### src/hdl/idd_pkg.sv
package idd_pkg;

   localparam int COORD_BITS  = 16;
   localparam int FACTOR_BITS = 8;

   // Register widths fixed by the register map.
   localparam int FACTOR_REG_BITS = 8;
   localparam int SIZE_REG_BITS   = 16;
   localparam int BPP_REG_BITS    = 3;

   // Comparison widths wide enough for both the counter and its register.
   localparam int COORD_CMP_BITS = (COORD_BITS > SIZE_REG_BITS) ? COORD_BITS : SIZE_REG_BITS;
   localparam int PHASE_CMP_BITS =
      (FACTOR_BITS > FACTOR_REG_BITS) ? FACTOR_BITS : FACTOR_REG_BITS;

   localparam int PIXEL_BITS  = 32;
   localparam int QUEUE_DEPTH = 2;
   localparam int QUEUE_PTR_BITS = (QUEUE_DEPTH > 1) ? $clog2(QUEUE_DEPTH) : 1;
   localparam int QUEUE_CNT_BITS = $clog2(QUEUE_DEPTH + 1);

   // Register indexes.
   localparam logic [1:0] REG_SCALE_FACTOR    = 2'd0;
   localparam logic [1:0] REG_IMAGE_WIDTH     = 2'd1;
   localparam logic [1:0] REG_IMAGE_HEIGHT    = 2'd2;
   localparam logic [1:0] REG_BYTES_PER_PIXEL = 2'd3;

   typedef struct packed {
      logic [FACTOR_REG_BITS-1:0] scale_factor;
      logic [SIZE_REG_BITS-1:0]   image_width;
      logic [SIZE_REG_BITS-1:0]   image_height;
      logic [BPP_REG_BITS-1:0]    bytes_per_pixel;
   } cfg_type;

   // One kept pixel as handed from the front end to the byte serializer.
   typedef struct packed {
      logic [PIXEL_BITS-1:0] pixel;
      logic [1:0]            bytes_m1;   // pixel bytes minus one
      logic [1:0]            pad_bytes;  // zero bytes appended after the pixel
      logic                  row_end;    // pixel closes an output row
   } qent_type;

endpackage

### src/hdl/idd_front.sv
module idd_front import idd_pkg::*; (
   input  logic     clock,
   input  logic     reset,
   input  cfg_type  cfg,
   input  logic     pix_valid,
   input  logic [PIXEL_BITS-1:0] pix_data,
   input  logic     q_full,
   output logic     pix_ready,
   output logic     q_push,
   output qent_type q_data
);

   logic [COORD_BITS-1:0]  column_count_ff, column_count_in;
   logic [COORD_BITS-1:0]  row_count_ff, row_count_in;
   logic [FACTOR_BITS-1:0] column_phase_ff, column_phase_in;
   logic [FACTOR_BITS-1:0] row_phase_ff, row_phase_in;
   logic [1:0]             out_byte_phase_ff, out_byte_phase_in;

   logic [FACTOR_REG_BITS-1:0] f_eff;
   logic [SIZE_REG_BITS-1:0]   w_eff, h_eff;
   logic [1:0]                 d_m1;
   logic                       last_col, last_row, col_blk_end, row_blk_end, keep;
   logic                       accept;
   logic [1:0]                 phase_sum;

   assign pix_ready = !q_full;
   assign accept    = pix_valid && pix_ready;

   always_comb begin
      f_eff = (cfg.scale_factor == '0) ? FACTOR_REG_BITS'(1) : cfg.scale_factor;
      w_eff = (cfg.image_width  == '0) ? SIZE_REG_BITS'(1) : cfg.image_width;
      h_eff = (cfg.image_height == '0) ? SIZE_REG_BITS'(1) : cfg.image_height;
      unique case (cfg.bytes_per_pixel)
         3'd0, 3'd1: d_m1 = 2'd0;
         3'd2:       d_m1 = 2'd1;
         3'd3:       d_m1 = 2'd2;
         default:    d_m1 = 2'd3;
      endcase

      last_col    = COORD_CMP_BITS'(column_count_ff) >= COORD_CMP_BITS'(w_eff - 1'b1);
      last_row    = COORD_CMP_BITS'(row_count_ff) >= COORD_CMP_BITS'(h_eff - 1'b1);
      col_blk_end = PHASE_CMP_BITS'(column_phase_ff) >= PHASE_CMP_BITS'(f_eff - 1'b1);
      row_blk_end = PHASE_CMP_BITS'(row_phase_ff) >= PHASE_CMP_BITS'(f_eff - 1'b1);
      keep        = (col_blk_end || last_col) && (row_blk_end || last_row);

      phase_sum = out_byte_phase_ff + d_m1 + 2'd1;

      q_data.pixel     = pix_data;
      q_data.bytes_m1  = d_m1;
      q_data.pad_bytes = last_col ? 2'(2'd0 - phase_sum) : 2'd0;
      q_data.row_end   = last_col;
      q_push           = accept && keep;

      column_count_in   = column_count_ff;
      row_count_in      = row_count_ff;
      column_phase_in   = column_phase_ff;
      row_phase_in      = row_phase_ff;
      out_byte_phase_in = out_byte_phase_ff;
      if (accept) begin
         if (keep) begin
            out_byte_phase_in = phase_sum;
         end
         if (last_col) begin
            column_count_in   = '0;
            column_phase_in   = '0;
            out_byte_phase_in = '0;
            if (last_row) begin
               row_count_in = '0;
               row_phase_in = '0;
            end else begin
               row_count_in = row_count_ff + 1'b1;
               row_phase_in = row_blk_end ? '0 : row_phase_ff + 1'b1;
            end
         end else begin
            column_count_in = column_count_ff + 1'b1;
            column_phase_in = col_blk_end ? '0 : column_phase_ff + 1'b1;
         end
      end
   end

   always_ff @(posedge clock) begin
      if (reset) begin
         column_count_ff   <= '0;
         row_count_ff      <= '0;
         column_phase_ff   <= '0;
         row_phase_ff      <= '0;
         out_byte_phase_ff <= '0;
      end else begin
         column_count_ff   <= column_count_in;
         row_count_ff      <= row_count_in;
         column_phase_ff   <= column_phase_in;
         row_phase_ff      <= row_phase_in;
         out_byte_phase_ff <= out_byte_phase_in;
      end
   end

endmodule

### src/hdl/idd_queue.sv
module idd_queue import idd_pkg::*; (
   input  logic     clock,
   input  logic     reset,
   input  logic     push,
   input  qent_type push_data,
   input  logic     pop,
   output logic     full,
   output logic     not_empty,
   output qent_type head
);

   qent_type                  slot_ff [QUEUE_DEPTH];
   logic [QUEUE_PTR_BITS-1:0] wr_ptr_ff, wr_ptr_in, rd_ptr_ff, rd_ptr_in;
   logic [QUEUE_CNT_BITS-1:0] count_ff, count_in;
   logic                      do_push, do_pop;

   assign full      = (count_ff == QUEUE_CNT_BITS'(QUEUE_DEPTH));
   assign not_empty = (count_ff != '0);
   assign head      = slot_ff[rd_ptr_ff];
   assign do_push   = push && !full;
   assign do_pop    = pop && not_empty;

   function automatic logic [QUEUE_PTR_BITS-1:0] ptr_next(input logic [QUEUE_PTR_BITS-1:0] p);
      ptr_next = (p == QUEUE_PTR_BITS'(QUEUE_DEPTH - 1)) ? '0 : p + 1'b1;
   endfunction

   always_comb begin
      wr_ptr_in = do_push ? ptr_next(wr_ptr_ff) : wr_ptr_ff;
      rd_ptr_in = do_pop  ? ptr_next(rd_ptr_ff) : rd_ptr_ff;
      count_in  = count_ff;
      if (do_push && !do_pop) begin
         count_in = count_ff + 1'b1;
      end else if (do_pop && !do_push) begin
         count_in = count_ff - 1'b1;
      end
   end

   always_ff @(posedge clock) begin
      if (do_push) begin
         slot_ff[wr_ptr_ff] <= push_data;
      end
   end

   always_ff @(posedge clock) begin
      if (reset) begin
         wr_ptr_ff <= '0;
         rd_ptr_ff <= '0;
         count_ff  <= '0;
      end else begin
         wr_ptr_ff <= wr_ptr_in;
         rd_ptr_ff <= rd_ptr_in;
         count_ff  <= count_in;
      end
   end

endmodule

### src/hdl/idd_back.sv
module idd_back import idd_pkg::*; (
   input  logic       clock,
   input  logic       reset,
   input  logic       q_not_empty,
   input  qent_type   q_head,
   output logic       q_pop,
   output logic       out_valid,
   input  logic       out_ready,
   output logic [7:0] out_byte,
   output logic       out_padding,
   output logic       out_row_done,
   output logic       out_last
);

   qent_type   cur_ff, cur_in, sel;
   logic [2:0] idx_ff, idx_in, sel_idx, total;
   logic       busy_ff, busy_in;
   logic       valid_ff, valid_in;
   logic [7:0] byte_ff, byte_in;
   logic       pad_ff, pad_in, done_ff, done_in, last_ff, last_in;
   logic       advance, have, fin, is_pix;

   assign advance = !valid_ff || out_ready;

   always_comb begin
      sel     = busy_ff ? cur_ff : q_head;
      sel_idx = busy_ff ? idx_ff : 3'd0;
      have    = busy_ff || q_not_empty;
      q_pop   = advance && !busy_ff && q_not_empty;

      total  = 3'(sel.bytes_m1) + 3'd1 + 3'(sel.pad_bytes);
      fin    = (sel_idx + 3'd1 == total);
      is_pix = (sel_idx <= 3'(sel.bytes_m1));

      valid_in = valid_ff;
      byte_in  = byte_ff;
      pad_in   = pad_ff;
      done_in  = done_ff;
      last_in  = last_ff;
      busy_in  = busy_ff;
      idx_in   = idx_ff;
      cur_in   = cur_ff;
      if (advance) begin
         valid_in = have;
         byte_in  = is_pix ? sel.pixel[{sel_idx[1:0], 3'b000} +: 8] : 8'd0;
         pad_in   = !is_pix;
         done_in  = sel.row_end && fin;
         last_in  = fin;
         busy_in  = have && !fin;
         idx_in   = sel_idx + 3'd1;
         cur_in   = sel;
      end
   end

   always_ff @(posedge clock) begin
      byte_ff <= byte_in;
      pad_ff  <= pad_in;
      done_ff <= done_in;
      last_ff <= last_in;
      idx_ff  <= idx_in;
      cur_ff  <= cur_in;
   end

   always_ff @(posedge clock) begin
      if (reset) begin
         valid_ff <= 1'b0;
         busy_ff  <= 1'b0;
      end else begin
         valid_ff <= valid_in;
         busy_ff  <= busy_in;
      end
   end

   assign out_valid    = valid_ff;
   assign out_byte     = byte_ff;
   assign out_padding  = pad_ff;
   assign out_row_done = done_ff;
   assign out_last     = last_ff;

endmodule

### src/hdl/image_downscale_decimator_unit.sv
// Image downscaler by decimation. Source pixels arrive one per transfer on the req_ stream in
// raster order, without source row padding, each pixel in the low bytes of req_tdata with the
// first file byte in bits 7:0. A pixel is kept when it is the last column of an f-wide block
// (or the last image column) and lies in the last row of an f-high block (or the last image
// row); kept pixels leave on the rsp_ stream one byte per transfer, low byte first, and after
// the last pixel of every kept row zero bytes are added so the output row is a multiple of four
// bytes. The front end takes one pixel per clock as long as its two-entry queue has room;
// a dropped pixel is taken like any other but produces nothing. The byte-wide output
// register sets the rate: a kept pixel passes through it as bytes_per_pixel bytes (1 to 4),
// and a pixel that ends a row as up to three more bytes of padding.
// The rsp_ side may stall freely; the front keeps counting until the queue fills.
// Registers at byte addresses 0, 4, 8 and 12: scale_factor, image_width, image_height,
// bytes_per_pixel (resets 1, 1, 1, 3). A zero factor, width or height acts as one, and
// bytes_per_pixel is clamped to 1..4. Writes take effect at once and do not clear the
// counters, so they belong between frames while the block is idle.
module image_downscale_decimator_unit import idd_pkg::*; (
   input  logic        clock,
   input  logic        reset,
   // Pixel input stream.
   input  logic        req_tvalid,
   output logic        req_tready,
   input  logic [31:0] req_tdata,    // [31:0] pixel_value
   // Byte output stream.
   output logic        rsp_tvalid,
   input  logic        rsp_tready,
   output logic [7:0]  rsp_tdata,    // [7:0] out_byte
   output logic [1:0]  rsp_tuser,    // [0] is_padding, [1] row_done
   output logic        rsp_tlast,    // last transfer caused by one input pixel
   // Register port.
   input  logic        csr_psel,
   input  logic        csr_penable,
   input  logic        csr_pwrite,
   input  logic [3:0]  csr_paddr,
   input  logic [31:0] csr_pwdata,
   output logic [31:0] csr_prdata,
   output logic        csr_pready
);

   cfg_type  cfg_ff, cfg_in;
   logic     cfg_write;
   logic     q_push, q_pop, q_full, q_not_empty;
   qent_type q_data, q_head;

   // Register file. The write strobe follows the access phase of the bus.
   assign csr_pready = 1'b1;
   assign cfg_write  = csr_psel && csr_penable && csr_pwrite && csr_pready;

   always_comb begin
      cfg_in = cfg_ff;
      if (cfg_write) begin
         unique case (csr_paddr[3:2])
            REG_SCALE_FACTOR:    cfg_in.scale_factor    = csr_pwdata[FACTOR_REG_BITS-1:0];
            REG_IMAGE_WIDTH:     cfg_in.image_width     = csr_pwdata[SIZE_REG_BITS-1:0];
            REG_IMAGE_HEIGHT:    cfg_in.image_height    = csr_pwdata[SIZE_REG_BITS-1:0];
            REG_BYTES_PER_PIXEL: cfg_in.bytes_per_pixel = csr_pwdata[BPP_REG_BITS-1:0];
            default: ;
         endcase
      end
   end

   always_comb begin
      unique case (csr_paddr[3:2])
         REG_SCALE_FACTOR:    csr_prdata = 32'(cfg_ff.scale_factor);
         REG_IMAGE_WIDTH:     csr_prdata = 32'(cfg_ff.image_width);
         REG_IMAGE_HEIGHT:    csr_prdata = 32'(cfg_ff.image_height);
         REG_BYTES_PER_PIXEL: csr_prdata = 32'(cfg_ff.bytes_per_pixel);
         default:             csr_prdata = '0;
      endcase
   end

   always_ff @(posedge clock) begin
      if (reset) begin
         cfg_ff.scale_factor    <= FACTOR_REG_BITS'(1);
         cfg_ff.image_width     <= SIZE_REG_BITS'(1);
         cfg_ff.image_height    <= SIZE_REG_BITS'(1);
         cfg_ff.bytes_per_pixel <= BPP_REG_BITS'(3);
      end else begin
         cfg_ff <= cfg_in;
      end
   end

   // The front end tracks raster position and decides which pixels survive.
   idd_front u_front (
      .clock     (clock),
      .reset     (reset),
      .cfg       (cfg_ff),
      .pix_valid (req_tvalid),
      .pix_data  (req_tdata),
      .q_full    (q_full),
      .pix_ready (req_tready),
      .q_push    (q_push),
      .q_data    (q_data)
   );

   // Kept pixels wait here so that input and output can stall independently.
   idd_queue u_queue (
      .clock     (clock),
      .reset     (reset),
      .push      (q_push),
      .push_data (q_data),
      .pop       (q_pop),
      .full      (q_full),
      .not_empty (q_not_empty),
      .head      (q_head)
   );

   // The back end turns each kept pixel into byte transfers plus row padding.
   idd_back u_back (
      .clock        (clock),
      .reset        (reset),
      .q_not_empty  (q_not_empty),
      .q_head       (q_head),
      .q_pop        (q_pop),
      .out_valid    (rsp_tvalid),
      .out_ready    (rsp_tready),
      .out_byte     (rsp_tdata),
      .out_padding  (rsp_tuser[0]),
      .out_row_done (rsp_tuser[1]),
      .out_last     (rsp_tlast)
   );

endmodule

### config.mk
export PLATFORM = sky130hd
export DESIGN_NAME = image_downscale_decimator_unit
export DESIGN_NICKNAME = d
export VERILOG_FILES = /design/src/hdl/idd_pkg.sv /design/src/hdl/idd_front.sv /design/src/hdl/idd_queue.sv /design/src/hdl/idd_back.sv /design/src/hdl/image_downscale_decimator_unit.sv
export SDC_FILE = /design/constraint.sdc
export NUM_CORES = 1
export LEC_CHECK = 0
export BUFFER_PORTS_ARGS = -buffer_cell sky130_fd_sc_hd__buf_2
export CAP_MARGIN = 10
export CORE_MARGIN = 3
export CORE_UTILIZATION = 55
export DETAILED_ROUTE_END_ITERATION = 12
export GPL_TIMING_DRIVEN = 0
export PLACE_DENSITY = 0.86
export SYNTH_ARGS = -nofsm -noshare
export SYNTH_HDL_FRONTEND = slang
export SYNTH_SLANG_ARGS = --single-unit
### constraint.sdc
create_clock -name clock -period 19 [get_ports clock]
set_clock_uncertainty 0.2 [all_clocks]
set_input_delay 1.9 -clock clock [delete_from_list [all_inputs] [get_ports clock]]
set_output_delay 1.9 -clock clock [all_outputs]
set_load 0.01 [all_outputs]
Yosys cells after proc, flatten, opt, wreduce, memory -nomap -nowiden --
Memories as Yosys holds them, arrays and structs flattened. A register that Yosys moved wholly into a read port is not among the register bits. Index checks and enable logic that the tools add are counted.
Cells by class: add/subtract/negate cells 17, magnitude comparators 5, equality and inequality tests 8, shift operators 1, muxes and demuxes 24, reductions and logical operators 39
Operator list (count):
- case mux 32 bit (4 select lines) | 1
- 2-to-1 mux 16 bit | 4
- 2-to-1 mux 8 bit | 5
- 2-to-1 mux 37 bit | 1
- adder 16 x 1 -> 16 bit, second input constant | 2
- >= comparator 16 bit | 2
- zero test 16 bit | 2
- indexed part select 32 x 6 -> 8 bit | 1
- subtractor 16 x 1 -> 16 bit, second input constant | 2
- adder 8 x 1 -> 8 bit, second input constant | 2
- >= comparator 8 bit | 2
- logical AND 1 bit | 13
- AND reduction 2 bit | 6
- 2-to-1 mux 2 bit | 5
- zero test 8 bit | 1
- subtractor 8 x 1 -> 8 bit, second input constant | 1
- zero test 1 bit | 7
- equality test 2 bit, second input constant | 3
- equality test 3 x 2 -> 1 bit, second input constant | 2
- 2-to-1 mux 1 bit | 6
- case mux 2 bit (3 select lines) | 1
- nonzero test 2 bit | 3
- adder 2 x 1 -> 2 bit, second input constant | 2
- logical OR 1 bit | 4
- 15 further kinds | 16
Storage, ports and cells: register bits 150, bits in writable memories 74, input port bits 75, output and inout bits 46, logic and storage cells 118, memories kept 1
Memory list:
- u_queue.slot_ff | depth 2, width 37, read ports 1, clocked after memory_dff 1, wr ports 1, line idd_queue.sv:12 | qent_type slot_ff [QUEUE_DEPTH];

Logic depth before layout (Yosys ltp) --
depth in word-level cells 12, mapped depth 22, depth with buffers taken out 22

Hierarchy --
From an unflattened synthesis, not the netlist that was laid out.
Second synthesis, totals: cell total of the unflattened synthesis 1093, area, all modules 12047.8 µm²
Modules (own cells, without submodules):
- idd_front | instances 1, cells an instance 552, area each 4376.7 µm², sequential area each 1001.0 µm²
- idd_queue | instances 1, cells an instance 140, area each 2886.5 µm², sequential area each 2322.2 µm²
- idd_back | instances 1, cells an instance 185, area each 2621.3 µm², sequential area each 1571.5 µm²
- image_downscale_decimator_unit | instances 1, cells an instance 216, area each 2163.3 µm², sequential area each 860.8 µm²

Worst setup path before layout --
Ideal clock, no wire load.
kind register -> register, start reg cfg_ff[9] (netlist name), end mem u_queue.slot_ff[0][0] (netlist name), enable pin, arrival 5.427 ns, data required time 18.369 ns, path slack 12.942 ns, cell stages (with the launch flop) 17, path buffers 0, clock period less this slack 6.058 ns, cell sequence dfxtp_1 > or3_1 > or3_1 > or4_1 > nor3_2 > a31oi_1 > ha_1 > nand3_1 > nor2_1 > xnor2_1 > ha_1 > nand4_1 > nor4_1 > a311oi_4 > nand3_1 > nand2_1 > nor2_1
On the way: word-level cells in the longest chain between the ends 10
Ends and longest elaborated chain:
- start: declaration | line image_downscale_decimator_unit.sv:39 | cfg_type cfg_ff, cfg_in;
- start signal: assignment | line image_downscale_decimator_unit.sv:78 | cfg_ff <= cfg_in;
- zero test 16 bit | line idd_front.sv:32 | h_eff = (cfg.image_height == '0) ? SIZE_REG_BITS'(1) : cfg.image_height;
- 2-to-1 mux 16 bit * | line idd_front.sv:32
- subtractor 16 x 1 -> 16 bit * | line idd_front.sv:41 | last_row = COORD_CMP_BITS'(row_count_ff) >= COORD_CMP_BITS'(h_eff - 1'b1);
- >= comparator 16 bit * | line idd_front.sv:41
- logical OR 1 bit * | line idd_front.sv:44 | keep = (col_blk_end || last_col) && (row_blk_end || last_row);
- logical AND 1 bit * | line idd_front.sv:44
- logical AND 1 bit * | line idd_front.sv:52 | q_push = accept && keep;
- logical AND 1 bit * | line idd_queue.sv:20 | assign do_push = push && !full;
- 2-to-1 mux 1 bit * | line idd_queue.sv:39 | if (do_push) begin
- 2-to-1 mux 1 bit (not written as such) * | line idd_queue.sv:40 | slot_ff[wr_ptr_ff] <= push_data;
- end: declaration | line idd_queue.sv:12
Every way passes the cells marked *; elsewhere a longest branch is shown, timed or not.

Final worst setup path --
start reg cfg_ff[9] (netlist name), end reg u_queue.count_ff[1]
On the way: word-level cells in the longest chain between the ends 11
Ends and longest elaborated chain:
- zero test 16 bit | line idd_front.sv:32
- 2-to-1 mux 16 bit * | line idd_front.sv:32
- subtractor 16 x 1 -> 16 bit * | line idd_front.sv:41
- >= comparator 16 bit * | line idd_front.sv:41
- logical OR 1 bit * | line idd_front.sv:44
- logical AND 1 bit * | line idd_front.sv:44
- logical AND 1 bit * | line idd_front.sv:52
- logical AND 1 bit * | line idd_queue.sv:20
- named net u_queue.do_push | line idd_queue.sv:15 | logic do_push, do_pop;
- zero test 1 bit | line idd_queue.sv:33 | end else if (do_pop && !do_push) begin
- logical AND 1 bit | line idd_queue.sv:33
- nonzero test 2 bit (no line)
- end signal: assignment | line idd_queue.sv:52 | count_ff <= count_in;
- end: declaration | line idd_queue.sv:14 | logic [QUEUE_CNT_BITS-1:0] count_ff, count_in;
The timed path passes the listed nets; every way through them passes the cells marked *. A chain may end at the register's enable or synchronous reset.

==> results.json <==
{
  "grt_max_degree": 34,
  "drtPass1Iterations": 5,
  "cp_slowest_cell": "a22oi_1",
  "critPathMaxStageDelay_ns": 0.58,
  "rsz0062_at_grt": "false",
  "p_switching_w": 0.000481,
  "avgSynthCellArea_um2": 10.3,
  "finalHoldViolations": 0,
  "area_growth_pct": 14.9,
  "place_area_mm2": 0.0121,
  "synthCells": 1090,
  "grt_pass1_vias": 8427,
  "insertion_delay_ns": 0.51,
  "drv_slew": 0,
  "drt_first_iter_violations": 536,
  "cp_num_buf_inv": 1,
  "ys_ff_latch": 225,
  "antenna_found_initial": 0,
  "die_h_um": 149,
  "grt_pass1_wl_um": 41600,
  "cp_max_fo": 7,
  "overflow": 0,
  "synth_flop_cell": "edfxtp_1",
  "htree_levels": 1,
  "crit_chain": "or3_1 -> or3_1 -> or4_1 -> nor3_2 -> a31oi_1 -> ha_1 -> nand3_1 -> nor2_1 -> xnor2_1 -> ha_1 -> nand4_1 -> nor2_1 -> a22oi_1 -> nand3_1 -> nand2_1 -> inv_1 -> ha_1 -> or3_1 -> a21oi_1",
  "synth_area_leaders": "edfxtp_1 33%, dfxtp_1 18%, ha_1 6.8%",
  "cts_buffers": 24,
  "async_flop_share_pct": 0,
  "hold_path_class": "reg -> reg",
  "arrival_ns": 6.25,
  "core_area_mm2": 0.0197,
  "r2r_slack_ns": 12.97,
  "p_comb_share_pct": 26.2,
  "placementRows": 51,
  "layout-drive-gt1-share_pct": 12.8,
  "finalSetupTns_ns": 0,
  "period_needed_ns": 6.03,
  "slew_headroom_pct": 46.4,
  "initial_core_util_pct": 56.9,
  "required_ns": 19.22,
  "die_w_um": 149,
  "syn_area_mm2": 0.0112,
  "ant_nets": 0,
  "path_clk_slew_ns": 0.06,
  "seqCellArea_mm2": 0.00576,
  "post_cts_buffers": 0,
  "routabilityCongestion": 0.959,
  "hold_ws_ns": 0.292,
  "switching_share_pct": 31.1,
  "synth_top_area_cell": "edfxtp_1",
  "utilization_pct": 65.4,
  "die_area_mm2": 0.0221,
  "crit_path_start_kind": "register",
  "synth.top_cells.by_count": "160 x nand2_1, 125 x edfxtp_1, 100 x dfxtp_1",
  "maxCapViolations": 0,
  "setup_viol": 0,
  "track_usage_pct": 22.9,
  "worst-setup-path-type": "reg -> reg",
  "n_antenna_cell": 0,
  "pwr-share-clk_pct": 29.6,
  "num_vias": 8729,
  "drc": 0,
  "place_hpwl_um": 18700,
  "top_usage_layer": "met2",
  "ir_drop_v": 0.0000858,
  "gr-usage-met1_pct": 29.6,
  "ctsHoldBuffers": 0,
  "cts_resized": 0,
  "via_per_inst": 5.82,
  "wl_um": 25800,
  "nets": 1356,
  "yosysUniqueCellTypes": 58,
  "leakage_nw": 4.98,
  "min_period_over_period_pct": 31.8,
  "clock_sinks": 225,
  "cts-root-buf": "clkbuf_16",
  "fin_area_mm2": 0.0129,
  "grt_use_met2_pct": 39.3,
  "fill_cells": 1453,
  "synth_seq_area_share_pct": 51.3,
  "status": "completed",
  "grt_util_met3_pct": 3.37,
  "yosysMostFrequentCell": "nand2_1",
  "seqPwrFrac_pct": 44.2,
  "multi_input_area_mm2": 0.00510,
  "tightest_slew_ns": 0.804,
  "synth_top_area_share_pct": 33.5,
  "drt-wirelength-per-cell_um": 17.2,
  "yosys_warnings": 0,
  "synth_edf_count": 125,
  "end_kind": "register",
  "power_density_mw_per_mm2": 120,
  "cp_top_family": "simple AND/OR/NAND/NOR gates",
  "cts_tree": "yes",
  "cts_buffer_depth": 3,
  "fmax_mhz": 166,
  "p_int_w": 0.00107,
  "io_buffers": 85,
  "pin_count": 121
}
[registers in the layout, summed over array words and instances (netlist names), 2 cells and up, named ones only]
name	count
u_queue.slot_ff	74
cfg_ff	43
u_back.cur_ff	37
u_front.column_count_ff	16
u_front.row_count_ff	16
u_back.out_byte	8
u_front.column_phase_ff	8
u_front.row_phase_ff	8
u_back.idx_ff	3
u_front.out_byte_phase_ff	2
u_queue.count_ff	2
[stage by stage]
stage | cells | total power [W] | setup slack, ns
floorplan | 1105 | 0.000958 | 12.94
global placement | 1455 | 0.00106 | 11.54
detailed placement | 1458 | 0.00109 | 13.08
CTS | 1501 | 0.00155 | 13.04
global route | 1501 | 0.00162 | 12.67
finish | 1501 | 0.00155 | 12.97
[layout make-up]
| class | instances | share of cell area (%) |
|---|---|---|
| clock inverter | 8 | 0.816 |
| sequential | 225 | 44.7 |
| multi-input combinational | 786 | 39.6 |
| clock buffer | 35 | 5.21 |
| buffer | 67 | 2.56 |
| tap | 265 | 2.57 |
| inverter | 27 | 0.786 |
| timing repair buffer | 88 | 3.77 |
[placed cells by master (no fill, tap or decap), types with 4 or more instances in the layout]
cell type | netlist | routed
nand2_1 | 160 | 160
edfxtp_1 | 125 | 125
dfxtp_1 | 100 | 100
buf_2 | 0 | 85
nor2_1 | 73 | 71
a21oi_1 | 65 | 65
o21ai_0 | 63 | 63
ha_1 | 61 | 61
mux2i_1 | 58 | 58
clkbuf_1 | 42 | 50
xnor2_1 | 32 | 32
xor2_1 | 30 | 30
nand3_1 | 28 | 28
inv_1 | 27 | 27
clkbuf_16 | 0 | 24
and3_1 | 20 | 20
buf_4 | 19 | 19
a211oi_1 | 17 | 17
nor3_1 | 17 | 17
conb_1 | 2 | 17
nand4_1 | 14 | 14
a21o_1 | 14 | 14
or4_1 | 11 | 11
or3_1 | 11 | 11
nand2b_1 | 10 | 9
a31oi_1 | 8 | 8
a22o_1 | 8 | 8
nor2b_1 | 7 | 7
nor4_1 | 7 | 7
and2_1 | 7 | 7
buf_1 | 5 | 5
o21a_1 | 4 | 4
clkinv_2 | 0 | 4
[worst paths after layout]
check,startpoint,endpoint,cells past startpoint
worst max register to register,cfg_ff[9]$_SDFFE_PP0P_,u_queue.count_ff[1]$_SDFFE_PP0P_,19
worst max-delay path,cfg_ff[9]$_SDFFE_PP0P_,u_queue.count_ff[1]$_SDFFE_PP0P_,19
worst min register to register,u_front.row_phase_ff[0]$_SDFFE_PP0P_,u_front.row_phase_ff[0]$_SDFFE_PP0P_,2
worst min-delay path,u_front.row_phase_ff[0]$_SDFFE_PP0P_,u_front.row_phase_ff[0]$_SDFFE_PP0P_,2
[layer usage]
layer  vias up  wire [um]  share of wire, %
li1       4167          -                 -
met1      4158      10500                41
met2       334      12600                49
met3        70       1810               7.0
met4         0        997               3.9
met5         -          0                 0
[power groups by stage]
stage	Combinational, W	Sequential (W)	Clock, W
after floorplan	0.000271	0.000687	0
after global placement	0.000372	0.000692	0
after detailed placement	0.000399	0.000693	0
after CTS	0.000405	0.000684	0.000463
after global routing	0.000449	0.000692	0.000483
final	0.000406	0.000685	0.000458
[cells by family after synthesis]
logic type                 count (synthesis)  synth area share, %
and+or+nand+nor                          382                 16.1
xor gates and xnor gates                  62                 4.84
DFF                                      225                 51.3
buffers and inverters                     94                 3.85
other                                      2               0.0669
AOI/OAI and AO/OA                        201                 11.0
muxes                                     62                 5.88
adders and majority gates                 62                 6.98
[worst register-to-register path: cells and delay by family (launching register included)]
family,cells,cell delay (ns)
xor+xnor,1,0.13
simple gates,11,3.22
compound gates,3,0.96
flops,1,0.38
fa+ha+maj,3,0.92
buf+inv,1,0.13
Note: power is estimated with default switching activity, not from simulation.
